[config.mk]
export PLATFORM = sky130hd
export DESIGN_NAME = tcw_queue
export DESIGN_NICKNAME = d
export VERILOG_FILES = /design/src/rtl/text_console_writer_core_macros.svh /design/src/rtl/tcw_pkg.sv /design/src/rtl/tcw_queue.sv
export SDC_FILE = /design/constraint.sdc
export NUM_CORES = 1
export LEC_CHECK = 0
export ABC_AREA = 1
export BUFFER_PORTS_ARGS = -buffer_cell sky130_fd_sc_hd__buf_2
export CAP_MARGIN = 20
export CORE_MARGIN = 5
export CORE_UTILIZATION = 41
export CTS_CLUSTER_DIAMETER = 100
export DETAILED_ROUTE_END_ITERATION = 8
export HOLD_SLACK_MARGIN = 0.05
export PLACE_DENSITY = 0.63
export SETUP_SLACK_MARGIN = 0.3
export SYNTH_ARGS = -nofsm -noshare
export SYNTH_HDL_FRONTEND = slang
export SYNTH_SLANG_ARGS = --single-unit
[constraint.sdc]
create_clock -name i_clk -period 5.18 [get_ports i_clk]
set_input_delay 0 -clock i_clk [delete_from_list [all_inputs] [get_ports i_clk]]
set_output_delay 0 -clock i_clk [all_outputs]
set_load 0.02 [all_outputs]
[src/rtl/text_console_writer_core_macros.svh]
// Assertion macros used by the top level of the text console writer RTL.
`ifndef TEXT_CONSOLE_WRITER_CORE_MACROS_SVH
`define TEXT_CONSOLE_WRITER_CORE_MACROS_SVH

// Checks that a condition holds in the same cycle as its trigger.
`define TCW_ASSERT_SAME(label, ante, cons, msg) \
    label: assert property (@(posedge i_clk) disable iff (!i_rst_n) (ante) |-> (cons)) \
        else $error(msg);

// Checks that a condition holds in the cycle after its trigger.
`define TCW_ASSERT_NEXT(label, ante, cons, msg) \
    label: assert property (@(posedge i_clk) disable iff (!i_rst_n) (ante) |=> (cons)) \
        else $error(msg);

`endif

[src/rtl/tcw_pkg.sv]
// Shared types, constants and codes of the text console writer.
package tcw_pkg;

    // Screen geometry.
    localparam int COLUMNS  = 80;
    localparam int ROWS     = 24;
    localparam int TAB_STOP = 4;
    localparam int CELLS    = ROWS * COLUMNS;

    localparam int COL_W   = $clog2(COLUMNS);
    localparam int ROW_W   = $clog2(ROWS);
    localparam int ADDR_W  = $clog2(CELLS);
    localparam int SUM_W   = ADDR_W + 1;
    localparam int PHASE_W = $clog2(TAB_STOP);
    localparam int TABN_W  = $clog2(TAB_STOP + 1);

    // Fixed field widths.
    localparam int CHAR_W = 8;
    localparam int ATTR_W = 8;
    localparam int POS_W  = 11;
    localparam int DATA_W = 16;

    // Command queue between front and back.
    localparam int QDEPTH = 2;
    localparam int QPTR_W = $clog2(QDEPTH);
    localparam int QCNT_W = $clog2(QDEPTH + 1);

    // Character codes.
    localparam logic [CHAR_W-1:0] CH_NEWLINE   = 8'd10;
    localparam logic [CHAR_W-1:0] CH_RETURN    = 8'd13;
    localparam logic [CHAR_W-1:0] CH_BACKSPACE = 8'd8;
    localparam logic [CHAR_W-1:0] CH_TAB       = 8'd9;
    localparam logic [CHAR_W-1:0] CH_SPACE     = 8'd32;

    // Reset values.
    localparam logic [ATTR_W-1:0] ATTR_RESET = 8'h07;
    localparam logic [DATA_W-1:0] RESET_CELL = 16'h0720;

    // Item modes.
    localparam logic MODE_PUT  = 1'b0;
    localparam logic MODE_READ = 1'b1;

    typedef struct packed {
        logic              mode;
        logic [CHAR_W-1:0] character;
        logic [POS_W-1:0]  cell_address;
    } t_in_item;

    typedef struct packed {
        logic [POS_W-1:0]  cursor_position;
        logic [DATA_W-1:0] cell_data;
    } t_out_item;

    typedef enum logic [2:0] {
        OP_READ,
        OP_PUT,
        OP_NEWLINE,
        OP_RETURN,
        OP_BACKSPACE,
        OP_TAB
    } t_op;

    // Classified command as it travels through the queue.
    typedef struct packed {
        t_op               op;
        logic [CHAR_W-1:0] ch;
        logic [POS_W-1:0]  addr;
    } t_cmd;

    typedef enum logic [2:0] {
        ST_CLEAR,
        ST_IDLE,
        ST_EXEC,
        ST_BLANK,
        ST_RDATA,
        ST_SCROLL,
        ST_DONE
    } t_state;

endpackage

[src/rtl/tcw_queue.sv]
// Short command queue between the front end and the execution back end.
module tcw_queue (
    input  logic          i_clk,
    input  logic          i_rst_n,
    input  logic          i_push,
    input  tcw_pkg::t_cmd i_cmd,
    output logic          o_ready,
    output logic          o_valid,
    output tcw_pkg::t_cmd o_cmd,
    input  logic          i_pop
);
    import tcw_pkg::*;

    t_cmd              r_entry [QDEPTH];
    logic [QPTR_W-1:0] r_wptr;
    logic [QPTR_W-1:0] r_rptr;
    logic [QCNT_W-1:0] r_count;
    logic              push_ok;
    logic              pop_ok;

    function automatic logic [QPTR_W-1:0] ptr_next(input logic [QPTR_W-1:0] ptr);
        logic [QPTR_W-1:0] result;
        if (ptr == QPTR_W'(QDEPTH - 1)) begin
            result = '0;
        end else begin
            result = ptr + QPTR_W'(1);
        end
        return result;
    endfunction

    assign o_ready = (r_count != QCNT_W'(QDEPTH));
    assign o_valid = (r_count != '0);
    assign o_cmd   = r_entry[r_rptr];
    assign push_ok = i_push && o_ready;
    assign pop_ok  = i_pop && o_valid;

    // Pointers and fill count.
    always_ff @(posedge i_clk) begin
        if (!i_rst_n) begin
            r_wptr  <= '0;
            r_rptr  <= '0;
            r_count <= '0;
        end else begin
            if (push_ok) begin
                r_wptr <= ptr_next(r_wptr);
            end
            if (pop_ok) begin
                r_rptr <= ptr_next(r_rptr);
            end
            if (push_ok && !pop_ok) begin
                r_count <= r_count + QCNT_W'(1);
            end else if (pop_ok && !push_ok) begin
                r_count <= r_count - QCNT_W'(1);
            end
        end
    end

    // Entry storage.
    always_ff @(posedge i_clk) begin
        if (push_ok) begin
            r_entry[r_wptr] <= i_cmd;
        end
    end

endmodule

==> flow_summary.yaml <==
outcome:
  status: "finished, final reports clean"
sta:
  max_freq_mhz: 542
  setup_viol: 0
  setup_ws_ns: 3.34
  fin_setup_tns_ns: 0
  relSlewSlack: 0.357
  rsz0062_at_grt: "no"
  period_needed_ns: 1.84
  final-hold-violation-count: 0
  worstMarginPinSlew_ns: 0.963
  slew_violations: 0
  finalCritPeriodShare: 0.356
  finClkSkew_ns: 0.00329
clock_tree:
  clockBufferDepth: 2
  cts_buffers: 5
  cts_max_level: 2
  cts_setup_buffers: 0
  hold_buffers: 23
  clock_latency_ns: 0.30
  cts_sinks: 49
  ctsResizeCount: 0
  clk_pin_slew_worst_paths_ns: 0.08
  cts_tree: "built"
  cts_root_buf: "clkbuf_8"
worst_setup_path:
  worstPathArrival_ns: 1.84
  critPathLaunchType: "flip-flop"
  crit_type: "flip-flop to output pin"
  worstPathRequired_ns: 5.18
  crit_path_max_fanout: 22
  r2r_slack_ns: 3.64
  critPathCaptureType: "output pin"
synth:
  yosysWarningCount: 0
  synth_cell_types: 15
  syn_area_um2: 1830
  synth_cells: 105
  syn-mean-instance-area_um2: 17.5
  synth_area_leaders: "edfxtp_1 (72%), mux2_2 (14%), dfxtp_1 (5.5%)"
  synth-seq-cells: 49
  yosys.area.top_type: "edfxtp_1"
  syn_nets: 132
  synth_top_area_share: 0.720
  ys_seq_area_frac: 0.775
placed_design:
  io_buffers: 49
  dp_hpwl_um: 2270
  place_congestion: 0.621
  dp.cells: 204
  place_ws_ns: 3.27
power_and_ir_drop:
  leakage_uw: 0.000977
  max-vdd-ir-drop_v: 0.000218
  p_per_area_nw_per_um2: 442
finish:
  num_antenna_cells: 0
  final_cell_mix: "buf_2 (49), edfxtp_1 (44), dlygate4sd3_1 (23)"
  n_fill_cell: 377
  multi_input_area_um2: 365
  syn_to_final_growth_pct: 35.7
  post-route-util: 0.572
  final_nets: 211
  fin_cells: 237
  seq_area_um2: 1420
  layout-drive-gt1-share: 0.459
  layout.cells.most_common: "buf_2"
global_routing:
  grtUsageTotal: 0.116
  grt_pass1_vias: 1184
  gr-total-overflow: 0
  antenna_found_initial: 0
  grt_pass1_wl_um: 5330
  grt_max_degree: 23
floorplanning:
  fp.dieH_um: 76.9
  die-width_um: 76.9
  die_area_um2: 5910
  ios: 50
  initial_core_util: 0.421
  core_area_um2: 4350
  rows: 24
routing:
  dr.pass1.iters: 5
  viasPerCell: 4.53
  vias: 1074
  wl_per_cell_um: 14.3
  drc: 0
  ant_nets: 0
  drt_wl_total_um: 3380
  initialDrtViolationCount: 66
hold_path:
  hold_path.class: "input port to flip-flop"
run:
  maxCapViolCount: 0
[per-stage QoR]
| step | power [uW] | cell area [um^2] | hold slack (ns) |
|---|---|---|---|
| 6_report | 1100 | 2490 | 0.118 |
| 5_1_grt | 1150 | 2490 | 0.125 |
| 4_1_cts | 1100 | 2460 | 0.106 |
| 3_5_place_dp | 850 | 2130 | 0.191 |
| 3_3_place_gp | 836 | 2130 | 0.191 |
| 2_1_floorplan | 755 | 1830 | 0.0989 |
[registers in the layout, summed over array words and instances (netlist names), named ones only]
| register | count |
|---|---|
| r_entry | 44 |
| r_count | 2 |
| r_rptr | 1 |
| r_wptr | 1 |
[layer usage]
metal / global-route usage / wire length (um)
met5: 0 / 0
met2: 0.205 / 1750
met1: 0.118 / 1350
met3: 0.0527 / 229
met4: 0.0420 / 54
[synthesized netlist by cell type, drive strengths merged]
cell type / count
o21a: 1
ha: 1
buf: 2
nor2: 8
a21oi: 1
nand3: 1
mux2: 22
nand4: 1
nand2: 9
edfxtp: 44
dfxtp: 5
o21ai: 2
inv: 8
[cell families after synthesis]
family	after synthesis	share of synthesized area
AND/OR/NAND/NOR	19	0.0423
buffers and inverters	10	0.0286
adder cells (fa/ha/maj)	1	0.00682
multiplexers	22	0.135
AO/OA/AOI/OAI	4	0.0123
flip-flops	49	0.775
[layout make-up]
| class | instances | area share |
|---|---|---|
| inverters | 8 | 0.0121 |
| multi-input cells | 46 | 0.147 |
| flip-flops and latches | 49 | 0.571 |
| repair buffers | 74 | 0.203 |
| well taps | 52 | 0.0261 |
| clock buffers | 7 | 0.0387 |
| clock inverters | 1 | 0.00201 |
[worst paths after layout]
check,cells past startpoint,to,startpoint
worst min-delay path,4,r_rptr$_SDFFE_PN0P_,i_pop
worst max register to register,5,r_entry[1][20]$_DFFE_PP_,r_count[0]$_SDFFE_PN0P_
worst max-delay path,2,o_cmd[1],flip-flop
worst min register to register,2,r_rptr$_SDFFE_PN0P_,r_rptr$_SDFFE_PN0P_
[power breakdown]
| part | internal [uW] | switching (uW) | leakage, uW |
|---|---|---|---|
| clock network | 121 | 119 | 0.0000542 |
| logic | 137 | 185 | 0.000471 |
| registers | 500 | 36.9 | 0.000452 |
[critical path, stage by stage (launching register included)]
cell     delay, ns
dfxtp_1       0.96
mux2_2        0.42
buf_2         0.16
Note: power is estimated with default switching activity, not from simulation.
