## src/rtl/text_console_writer_core_macros.svh

```systemverilog
// Assertion macros used by the top level of the text console writer RTL.
`ifndef TEXT_CONSOLE_WRITER_CORE_MACROS_SVH
`define TEXT_CONSOLE_WRITER_CORE_MACROS_SVH

// Checks that a condition holds in the same cycle as its trigger.
`define TCW_ASSERT_SAME(label, ante, cons, msg) \
    label: assert property (@(posedge i_clk) disable iff (!i_rst_n) (ante) |-> (cons)) \
        else $error(msg);

// Checks that a condition holds in the cycle after its trigger.
`define TCW_ASSERT_NEXT(label, ante, cons, msg) \
    label: assert property (@(posedge i_clk) disable iff (!i_rst_n) (ante) |=> (cons)) \
        else $error(msg);

`endif

```

## src/rtl/tcw_pkg.sv

```systemverilog
// Shared types, constants and codes of the text console writer.
package tcw_pkg;

    // Screen geometry.
    localparam int COLUMNS  = 80;
    localparam int ROWS     = 24;
    localparam int TAB_STOP = 4;
    localparam int CELLS    = ROWS * COLUMNS;

    localparam int COL_W   = $clog2(COLUMNS);
    localparam int ROW_W   = $clog2(ROWS);
    localparam int ADDR_W  = $clog2(CELLS);
    localparam int SUM_W   = ADDR_W + 1;
    localparam int PHASE_W = $clog2(TAB_STOP);
    localparam int TABN_W  = $clog2(TAB_STOP + 1);

    // Fixed field widths.
    localparam int CHAR_W = 8;
    localparam int ATTR_W = 8;
    localparam int POS_W  = 11;
    localparam int DATA_W = 16;

    // Command queue between front and back.
    localparam int QDEPTH = 2;
    localparam int QPTR_W = $clog2(QDEPTH);
    localparam int QCNT_W = $clog2(QDEPTH + 1);

    // Character codes.
    localparam logic [CHAR_W-1:0] CH_NEWLINE   = 8'd10;
    localparam logic [CHAR_W-1:0] CH_RETURN    = 8'd13;
    localparam logic [CHAR_W-1:0] CH_BACKSPACE = 8'd8;
    localparam logic [CHAR_W-1:0] CH_TAB       = 8'd9;
    localparam logic [CHAR_W-1:0] CH_SPACE     = 8'd32;

    // Reset values.
    localparam logic [ATTR_W-1:0] ATTR_RESET = 8'h07;
    localparam logic [DATA_W-1:0] RESET_CELL = 16'h0720;

    // Item modes.
    localparam logic MODE_PUT  = 1'b0;
    localparam logic MODE_READ = 1'b1;

    typedef struct packed {
        logic              mode;
        logic [CHAR_W-1:0] character;
        logic [POS_W-1:0]  cell_address;
    } t_in_item;

    typedef struct packed {
        logic [POS_W-1:0]  cursor_position;
        logic [DATA_W-1:0] cell_data;
    } t_out_item;

    typedef enum logic [2:0] {
        OP_READ,
        OP_PUT,
        OP_NEWLINE,
        OP_RETURN,
        OP_BACKSPACE,
        OP_TAB
    } t_op;

    // Classified command as it travels through the queue.
    typedef struct packed {
        t_op               op;
        logic [CHAR_W-1:0] ch;
        logic [POS_W-1:0]  addr;
    } t_cmd;

    typedef enum logic [2:0] {
        ST_CLEAR,
        ST_IDLE,
        ST_EXEC,
        ST_BLANK,
        ST_RDATA,
        ST_SCROLL,
        ST_DONE
    } t_state;

endpackage

```

## src/rtl/tcw_front.sv

```systemverilog
// Front end: accepts input items, classifies them into commands and holds one for the queue.
module tcw_front (
    input  logic            i_clk,
    input  logic            i_rst_n,
    input  logic            i_in_valid,
    output logic            o_in_ready,
    input  tcw_pkg::t_in_item i_in_item,
    input  logic            i_clearing,
    output logic            o_cmd_valid,
    output tcw_pkg::t_cmd   o_cmd,
    input  logic            i_cmd_ready
);
    import tcw_pkg::*;

    logic r_valid;
    t_cmd r_cmd;
    t_cmd n_cmd;
    logic accept;

    // No item is taken while the store is being cleared.
    assign o_in_ready = !i_clearing && (!r_valid || i_cmd_ready);
    assign accept     = i_in_valid && o_in_ready;

    // Classify the item; a tab is carried out as a run of spaces.
    always_comb begin
        n_cmd.ch   = i_in_item.character;
        n_cmd.addr = i_in_item.cell_address;
        n_cmd.op   = OP_PUT;
        if (i_in_item.mode == MODE_READ) begin
            n_cmd.op = OP_READ;
        end else begin
            unique case (i_in_item.character)
                CH_NEWLINE:   n_cmd.op = OP_NEWLINE;
                CH_RETURN:    n_cmd.op = OP_RETURN;
                CH_BACKSPACE: n_cmd.op = OP_BACKSPACE;
                CH_TAB: begin
                    n_cmd.op = OP_TAB;
                    n_cmd.ch = CH_SPACE;
                end
                default:      n_cmd.op = OP_PUT;
            endcase
        end
    end

    // Holding register valid flag.
    always_ff @(posedge i_clk) begin
        if (!i_rst_n) begin
            r_valid <= 1'b0;
        end else if (accept) begin
            r_valid <= 1'b1;
        end else if (i_cmd_ready) begin
            r_valid <= 1'b0;
        end
    end

    // Holding register payload.
    always_ff @(posedge i_clk) begin
        if (accept) begin
            r_cmd <= n_cmd;
        end
    end

    assign o_cmd_valid = r_valid;
    assign o_cmd       = r_cmd;

endmodule

```

## config.mk

```make
export PLATFORM = sky130hd
export DESIGN_NAME = tcw_front
export DESIGN_NICKNAME = d
export VERILOG_FILES = /design/src/rtl/text_console_writer_core_macros.svh /design/src/rtl/tcw_pkg.sv /design/src/rtl/tcw_front.sv
export SDC_FILE = /design/constraint.sdc
export NUM_CORES = 1
export LEC_CHECK = 0
export BUFFER_PORTS_ARGS = -buffer_cell sky130_fd_sc_hd__buf_2
export CELL_PAD_IN_SITES_DETAIL_PLACEMENT = 1
export CELL_PAD_IN_SITES_GLOBAL_PLACEMENT = 2
export CORE_MARGIN = 2
export CORE_UTILIZATION = 26
export CTS_CLUSTER_DIAMETER = 150
export DETAILED_ROUTE_END_ITERATION = 10
export PLACE_DENSITY = 0.75
export RECOVER_POWER = 50
export SYNTH_ARGS = -nofsm -noshare
export SYNTH_HDL_FRONTEND = slang
export SYNTH_SLANG_ARGS = --single-unit
```

## constraint.sdc

```tcl
create_clock -name i_clk -period 2.6 [get_ports i_clk]
set_clock_uncertainty 0.1 [all_clocks]
set_input_delay 0.13 -clock i_clk [delete_from_list [all_inputs] [get_ports i_clk]]
set_output_delay 0.13 -clock i_clk [all_outputs]
set_load 0.01 [all_outputs]
```

==> flow_summary_export.csv, run 1 <==
group,metric,value,unit
outcome,status,"complete, no violations",
detailed_routing,drt-wirelength-per-cell,12.8,um
cells_and_area,layout-drive-gt1-share,30.7,%
synthesis,muxShareOfSynthArea,0,%
timing,fin_crit_sh,63.0,%
timing,finalSetupTns,0,ns
detailed_routing,dr.pass1.iters,3,
place,dp.cells,137,
grt,grt_pass1_vias,721,
timing,finalHoldViolations,0,
timing,final_max_slew_viol_count,0,
synthesis,synth.distinct_cells,19,
pwr,clkPwrFrac,23.9,%
grt,grt_antenna_before_repair,0,
clock_network,root_buffer,"clkbuf_4",
synthesis,syn_nets,74,
timing,tightest_slew,0.552,ns
cells_and_area,diodes,0,
synthesis,yosys.area_share.adder,0,%
floorplan,io_pins,49,
pwr,peakVddDrop,0.153,mV
setup_path,r2r-start,"o_cmd_valid",
setup_path,cp_num_buf_inv,2,
synthesis,netlist.area_leader.share,78.1,%
synthesis,synth_ff_type,"edfxtp_1",
pwr,intPower,524,uW
worst_hold_path,hp-class,"in2reg",
worst_hold_path,hp-start,"i_cmd_ready",
synthesis,yosysSeqAreaShare,80.5,%
pwr,power.total,673,uW
timing,fmax,610,MHz
synthesis,synthCells,49,
grt,grtUsageTotal,12.4,%
synthesis,ys_seq_elements,23,
clock_network,clockBufferDepth,2,
timing,fin_crit,1.64,ns
synthesis,syn_area,846,um2
clock_network,h-tree-depth,1,
timing,maxSlewHeadroom,63.1,%
place,port_buffers,48,
pwr,comb_power_share,12.5,%
pwr,power_leakage,0.484,nW
setup_path,worstSetupStartpoint,"i_in_item[12]",
clock_network,postCtsSetupRepairBufs,0,
clock_network,cts.sinks,23,
clock_network,numCtsBuffers,3,
clock_network,path_clk_slew,0.12,ns
floorplan,fp.coreArea,3080,um2
setup_path,path_max_fanout,5,
grt,grt_overflow,0,
pwr,powerDensity,519,nW/um2
setup_path,cpLargestDelayFamily,"buffers and inverters",
timing,rsz0062_at_grt,"false",
place,dp_slack,0.972,ns
pwr,sequentialPowerShare,63.6,%
timing,finalSetupViolCount,0,
synthesis,synth_top_family_by_area,"simple AND/OR/NAND/NOR gates",
setup_path,endpoint_kind,"register",
detailed_routing,drc_errors,0,
setup_path,cpMaxStageDelayCell,"dlygate4sd3_1",
setup_path,cp.required,2.61,ns
synthesis,yosys.area_share.simple,10.1,%
synthesis,synth-edff-count,22,
setup_path,slowest_delay,0.52,ns
flow_run,drv_cap,0,
synthesis,ys_async_sr_fraction,0,%
setup_path,worstPathCellList,"dlygate4sd3_1 -> clkbuf_1 -> or3b_1 -> a2111oi_2",
pwr,sw_frac_of_total,22.1,%
cells_and_area,fin_cells,158,
synthesis,post-synth-top-count-cell,"edfxtp_1",
detailed_routing,vias,654,
synthesis,synth_top_cells_by_count,"edfxtp_1 (22), clkbuf_1 (4), nor2_1 (4)",
clock_network,cts_tree,"done",
detailed_routing,wl,2030,um
floorplan,dieArea,3730,um2
synthesis,synth_area_leaders,"edfxtp_1 (78%), dfxtp_1 (2.4%), a2111oi_2 (1.8%), clkbuf_1 (1.8%), nor2_1 (1.8%)",
floorplan,initial_utilization,27.5,%
clock_network,clk_latency,0.30,ns
synthesis,synth_compound_area_share,5.77,%
floorplan,fp-row-count,20,
floorplan,fp.dieH,61.0,um
cells_and_area,area_growth,53.4,%
place,dp_hpwl,1500,um
cells_and_area,fin_nets,140,
setup_path,setup.worst_path.start_class,"input port",
synthesis,syn_area_per_cell,17.3,um2
timing,fin_ws,0.961,ns
synthesis,yosys_warnings,0,
detailed_routing,avgViaCountPerCell,4.14,
place,gp_congestion,0.691,
place,placed_area,1130,um2
grt,grt_pass1_wl,3240,um
detailed_routing,drt_iter0_drc,8,
cells_and_area,finalInstanceArea,1300,um2
synthesis,yosysTopAreaCell,"edfxtp_1",
detailed_routing,ant_nets,0,
synthesis,synth_xor_xnor_area_share,0,%
floorplan,die_w,61.0,um
pwr,power_switching,149,uW
grt,grt_max_degree,14,
setup_path,worstPathArrival,1.64,ns
setup_path,worst-setup-path-type,"in2reg",
==> per-layer routing <==
metal	track usage, %	share of wire, %
met2	23.7	53
met1	12.5	39
met4	7.45	2.5
met5	0	0
met3	1.89	5.6
==> cells in the final DEF, fill, tap and decap left out, types with 2 or more instances in the layout <==
cell / instances
buf_2: 26
dlygate4sd3_1: 17
nor2_1: 3
clkbuf_4: 3
inv_1: 2
nand2b_1: 2
edfxtp_1: 22
clkbuf_1: 22
a31oi_1: 2
==> flip-flops by register name (all words and copies together), names as in the netlist <==
register / flops
o_cmd_valid: 1
o_cmd: 22
==> layout make-up <==
type                       count  area [um2]
inverter                       2        7.51
multi-input combinational     19         136
sequential                    23         681
clock buffer                   3        22.5
fill                         345        1780
clock inverter                 1        5.00
timing repair buffer          66         390
tap                           44        55.1
==> power groups by stage <==
stage	Clock (mW)	Sequential [mW]	Combinational, mW
floorplan	0	0.446	0.0180
global placement	0	0.435	0.0669
detailed placement	0	0.437	0.0687
CTS	0.165	0.428	0.0888
global route	0.178	0.430	0.0941
finish	0.161	0.428	0.0839
==> cell families after synthesis <==
family / count (synthesis)
AOI/OAI and AO/OA: 6
buffers and inverters: 7
DFF: 23
and+or+nand+nor: 13
==> metrics by stage <==
step	hold WS, ns	util (%)
2_1_floorplan	0.129	-
3_3_place_gp	0.209	36.6
3_5_place_dp	0.208	36.6
4_1_cts	0.0126	43.0
5_1_grt	0.0476	42.2
6_report	0.0131	42.2
==> what timing repair did <==
action | CTS | global route
hold endpoints to repair | 17 | 0
hold buffers | 17 | 0
resized for setup | 0 | 0
==> worst paths after layout <==
path	slack, ns	depth (start not counted)	to
worst min-delay path	0.01	3	o_cmd_valid
worst max-delay path	0.96	4	o_cmd[20]
worst min register to register	0.42	2	o_cmd_valid
worst max register to register	0.98	3	o_cmd[9]
==> worst min-delay path, delay by kind of cell <==
kind / cells / cell delay (ns)
simple gates: 1 / 0.10
buf+inv: 1 / 0.09
compound gates: 1 / 0.07
No activity file was read; power rests on OpenSTA's default activity.
==> run 2: changes to the inputs <==
==> constraint.sdc (replaced) <==
create_clock -name i_clk -period 1.65 [get_ports i_clk]
set_clock_uncertainty 0.1 [all_clocks]
set_input_delay 0.0825 -clock i_clk [delete_from_list [all_inputs] [get_ports i_clk]]
set_output_delay 0.0825 -clock i_clk [all_outputs]
set_load 0.01 [all_outputs]
==> flow_summary_export.csv, run 2 (synthesized netlist as in run 1, its figures left out) <==
group,metric,value,unit
outcome,status,"complete, no violations",
grt,grt_pass1_vias,677,
clock_network,cts.sinks,23,
detailed_routing,avgViaCountPerCell,4.17,
timing,finalSetupViolCount,0,
clock_network,clk_latency,0.29,ns
floorplan,die_w,61.0,um
timing,maxSlewHeadroom,66.6,%
place,dp_hpwl,1480,um
setup_path,regToRegSetupSlack,0.38,ns
detailed_routing,drt_iter0_drc,4,
pwr,peakVddDrop,0.243,mV
flow_run,drv_cap,0,
clock_network,h-tree-depth,1,
clock_network,cts_tree,"done",
timing,rsz0062_at_grt,"false",
cells_and_area,area_growth,56.8,%
timing,fmax,667,MHz
timing,tightest_slew,0.497,ns
setup_path,cpMaxStageDelayCell,"or4_1",
cells_and_area,largest_reg_flops,22,
place,gp_congestion,0.797,
setup_path,cp.required,1.66,ns
detailed_routing,dr.pass1.iters,3,
setup_path,endpoint_kind,"register",
cells_and_area,final_cell_mix,"buf_2 (25), clkbuf_1 (23), edfxtp_1 (22)",
setup_path,worst-setup-path-type,"in2reg",
clock_network,cts_hold_buf,20,
setup_path,setup.worst_path.start_class,"input port",
clock_network,clockBufferDepth,2,
floorplan,fp-row-count,20,
floorplan,fp.coreArea,3080,um2
grt,grt_pass1_wl,3060,um
worst_hold_path,hp-class,"in2reg",
grt,grt_overflow,0,
cells_and_area,diodes,0,
detailed_routing,vias,671,
pwr,power_leakage,0.495,nW
setup_path,path_max_fanout,4,
floorplan,fp.dieH,61.0,um
cells_and_area,layout-drive-gt1-share,29.1,%
place,port_buffers,48,
clock_network,numCtsBuffers,3,
setup_path,slowest_delay,0.54,ns
detailed_routing,wl,2040,um
timing,finalHoldViolations,0,
floorplan,initial_utilization,27.5,%
cells_and_area,fin_nets,143,
worst_hold_path,whs_path_depth,2,
grt,grtUsageTotal,11.5,%
clock_network,ctsResizeCount,0,
clock_network,root_buffer,"clkbuf_4",
setup_path,r2r-start,"o_cmd_valid",
clock_network,postCtsSetupRepairBufs,0,
setup_path,worstPathCellList,"dlygate4sd3_1 -> clkbuf_1 -> or4_1 -> a2111oi_2",
setup_path,worstPathArrival,1.51,ns
pwr,powerDensity,798,nW/um2
detailed_routing,drt-wirelength-per-cell,12.7,um
detailed_routing,drc_errors,0,
timing,finalSetupTns,0,ns
worst_hold_path,worstHoldEndpoint,"o_cmd[14]",
grt,grt_antenna_before_repair,0,
clock_network,path_clk_slew,0.12,ns
timing,final_max_slew_viol_count,0,
cells_and_area,final_common_cell,"buf_2",
timing,worst_hold_slack,0.0381,ns
floorplan,io_pins,49,
timing,fin_crit_sh,90.9,%
grt,grt_max_degree,23,
setup_path,reg2reg_depth,3,
timing,fin_crit,1.50,ns
worst_hold_path,hp-start,"i_in_item[11]",
setup_path,r2r-end,"o_cmd[13]",
floorplan,dieArea,3730,um2
detailed_routing,ant_nets,0,
==> run 2: cell count changes in the layout (fill, tap and decap cells not counted) <==
cell / before / now
dlygate4sd3_1: 17 / 20
buf_2: 26 / 25
clkbuf_1: 22 / 23
==> run 2: cell type report <==
type,count,area (um2)
Multi-Input combinational cell,19,136
Clock buffer,3,22.5
Fill cell,350,1750
Tap cell,44,55.1
Sequential cell,23,681
Timing Repair Buffer,69,419
Clock inverter,1,5.00
Inverter,2,7.51
==> run 2: through the flow <==
step	util [%]	worst slack [ns]	area, um2	instances	power (mW)
floorplan	-	0.0671	848	49	0.731
global placement	36.6	0.417	1130	137	0.791
detailed placement	36.6	0.376	1130	137	0.796
CTS	44.0	0.156	1360	161	1.08
global route	43.1	0.0462	1330	161	1.12
finish	43.1	0.150	1330	161	1.06
==> run 2: how the worst max path moves through the flow <==
stage | startpoint | end | slack [ns]
2_1_floorplan | o_cmd_valid | o_cmd[0] | 0.07
3_3_place_gp | i_in_item[11] | o_cmd[20] | 0.42
3_5_place_dp | i_in_item[11] | o_cmd[20] | 0.38
4_1_cts | i_in_item[15] | o_cmd[20] | 0.16
5_1_grt | i_in_item[15] | o_cmd[11] | 0.05
6_report | i_in_item[15] | o_cmd[20] | 0.15
==> run 2: per-layer routing <==
metal / wire length (um) / GRT usage [%]
met5: 0 / 0
met4: 10 / 4.66
met3: 178 / 1.89
met2: 1050 / 21.4
met1: 799 / 12.9
==> run 2: critical path: cells and delay by family <==
kind	cells	cell delay (ns)
simple gates	1	0.54
buf+inv	2	0.66
compound gates	1	0.22
==> run 2: power by group <==
| part | total (mW) | switching (mW) | leakage, nW | internal (mW) |
|---|---|---|---|---|
| clock | 0.246 | 0.156 | 0.0177 | 0.0902 |
| combinational | 0.137 | 0.0657 | 0.265 | 0.0715 |
| sequential | 0.674 | 0.00640 | 0.213 | 0.668 |
| total | 1.06 | 0.228 | 0.495 | 0.830 |
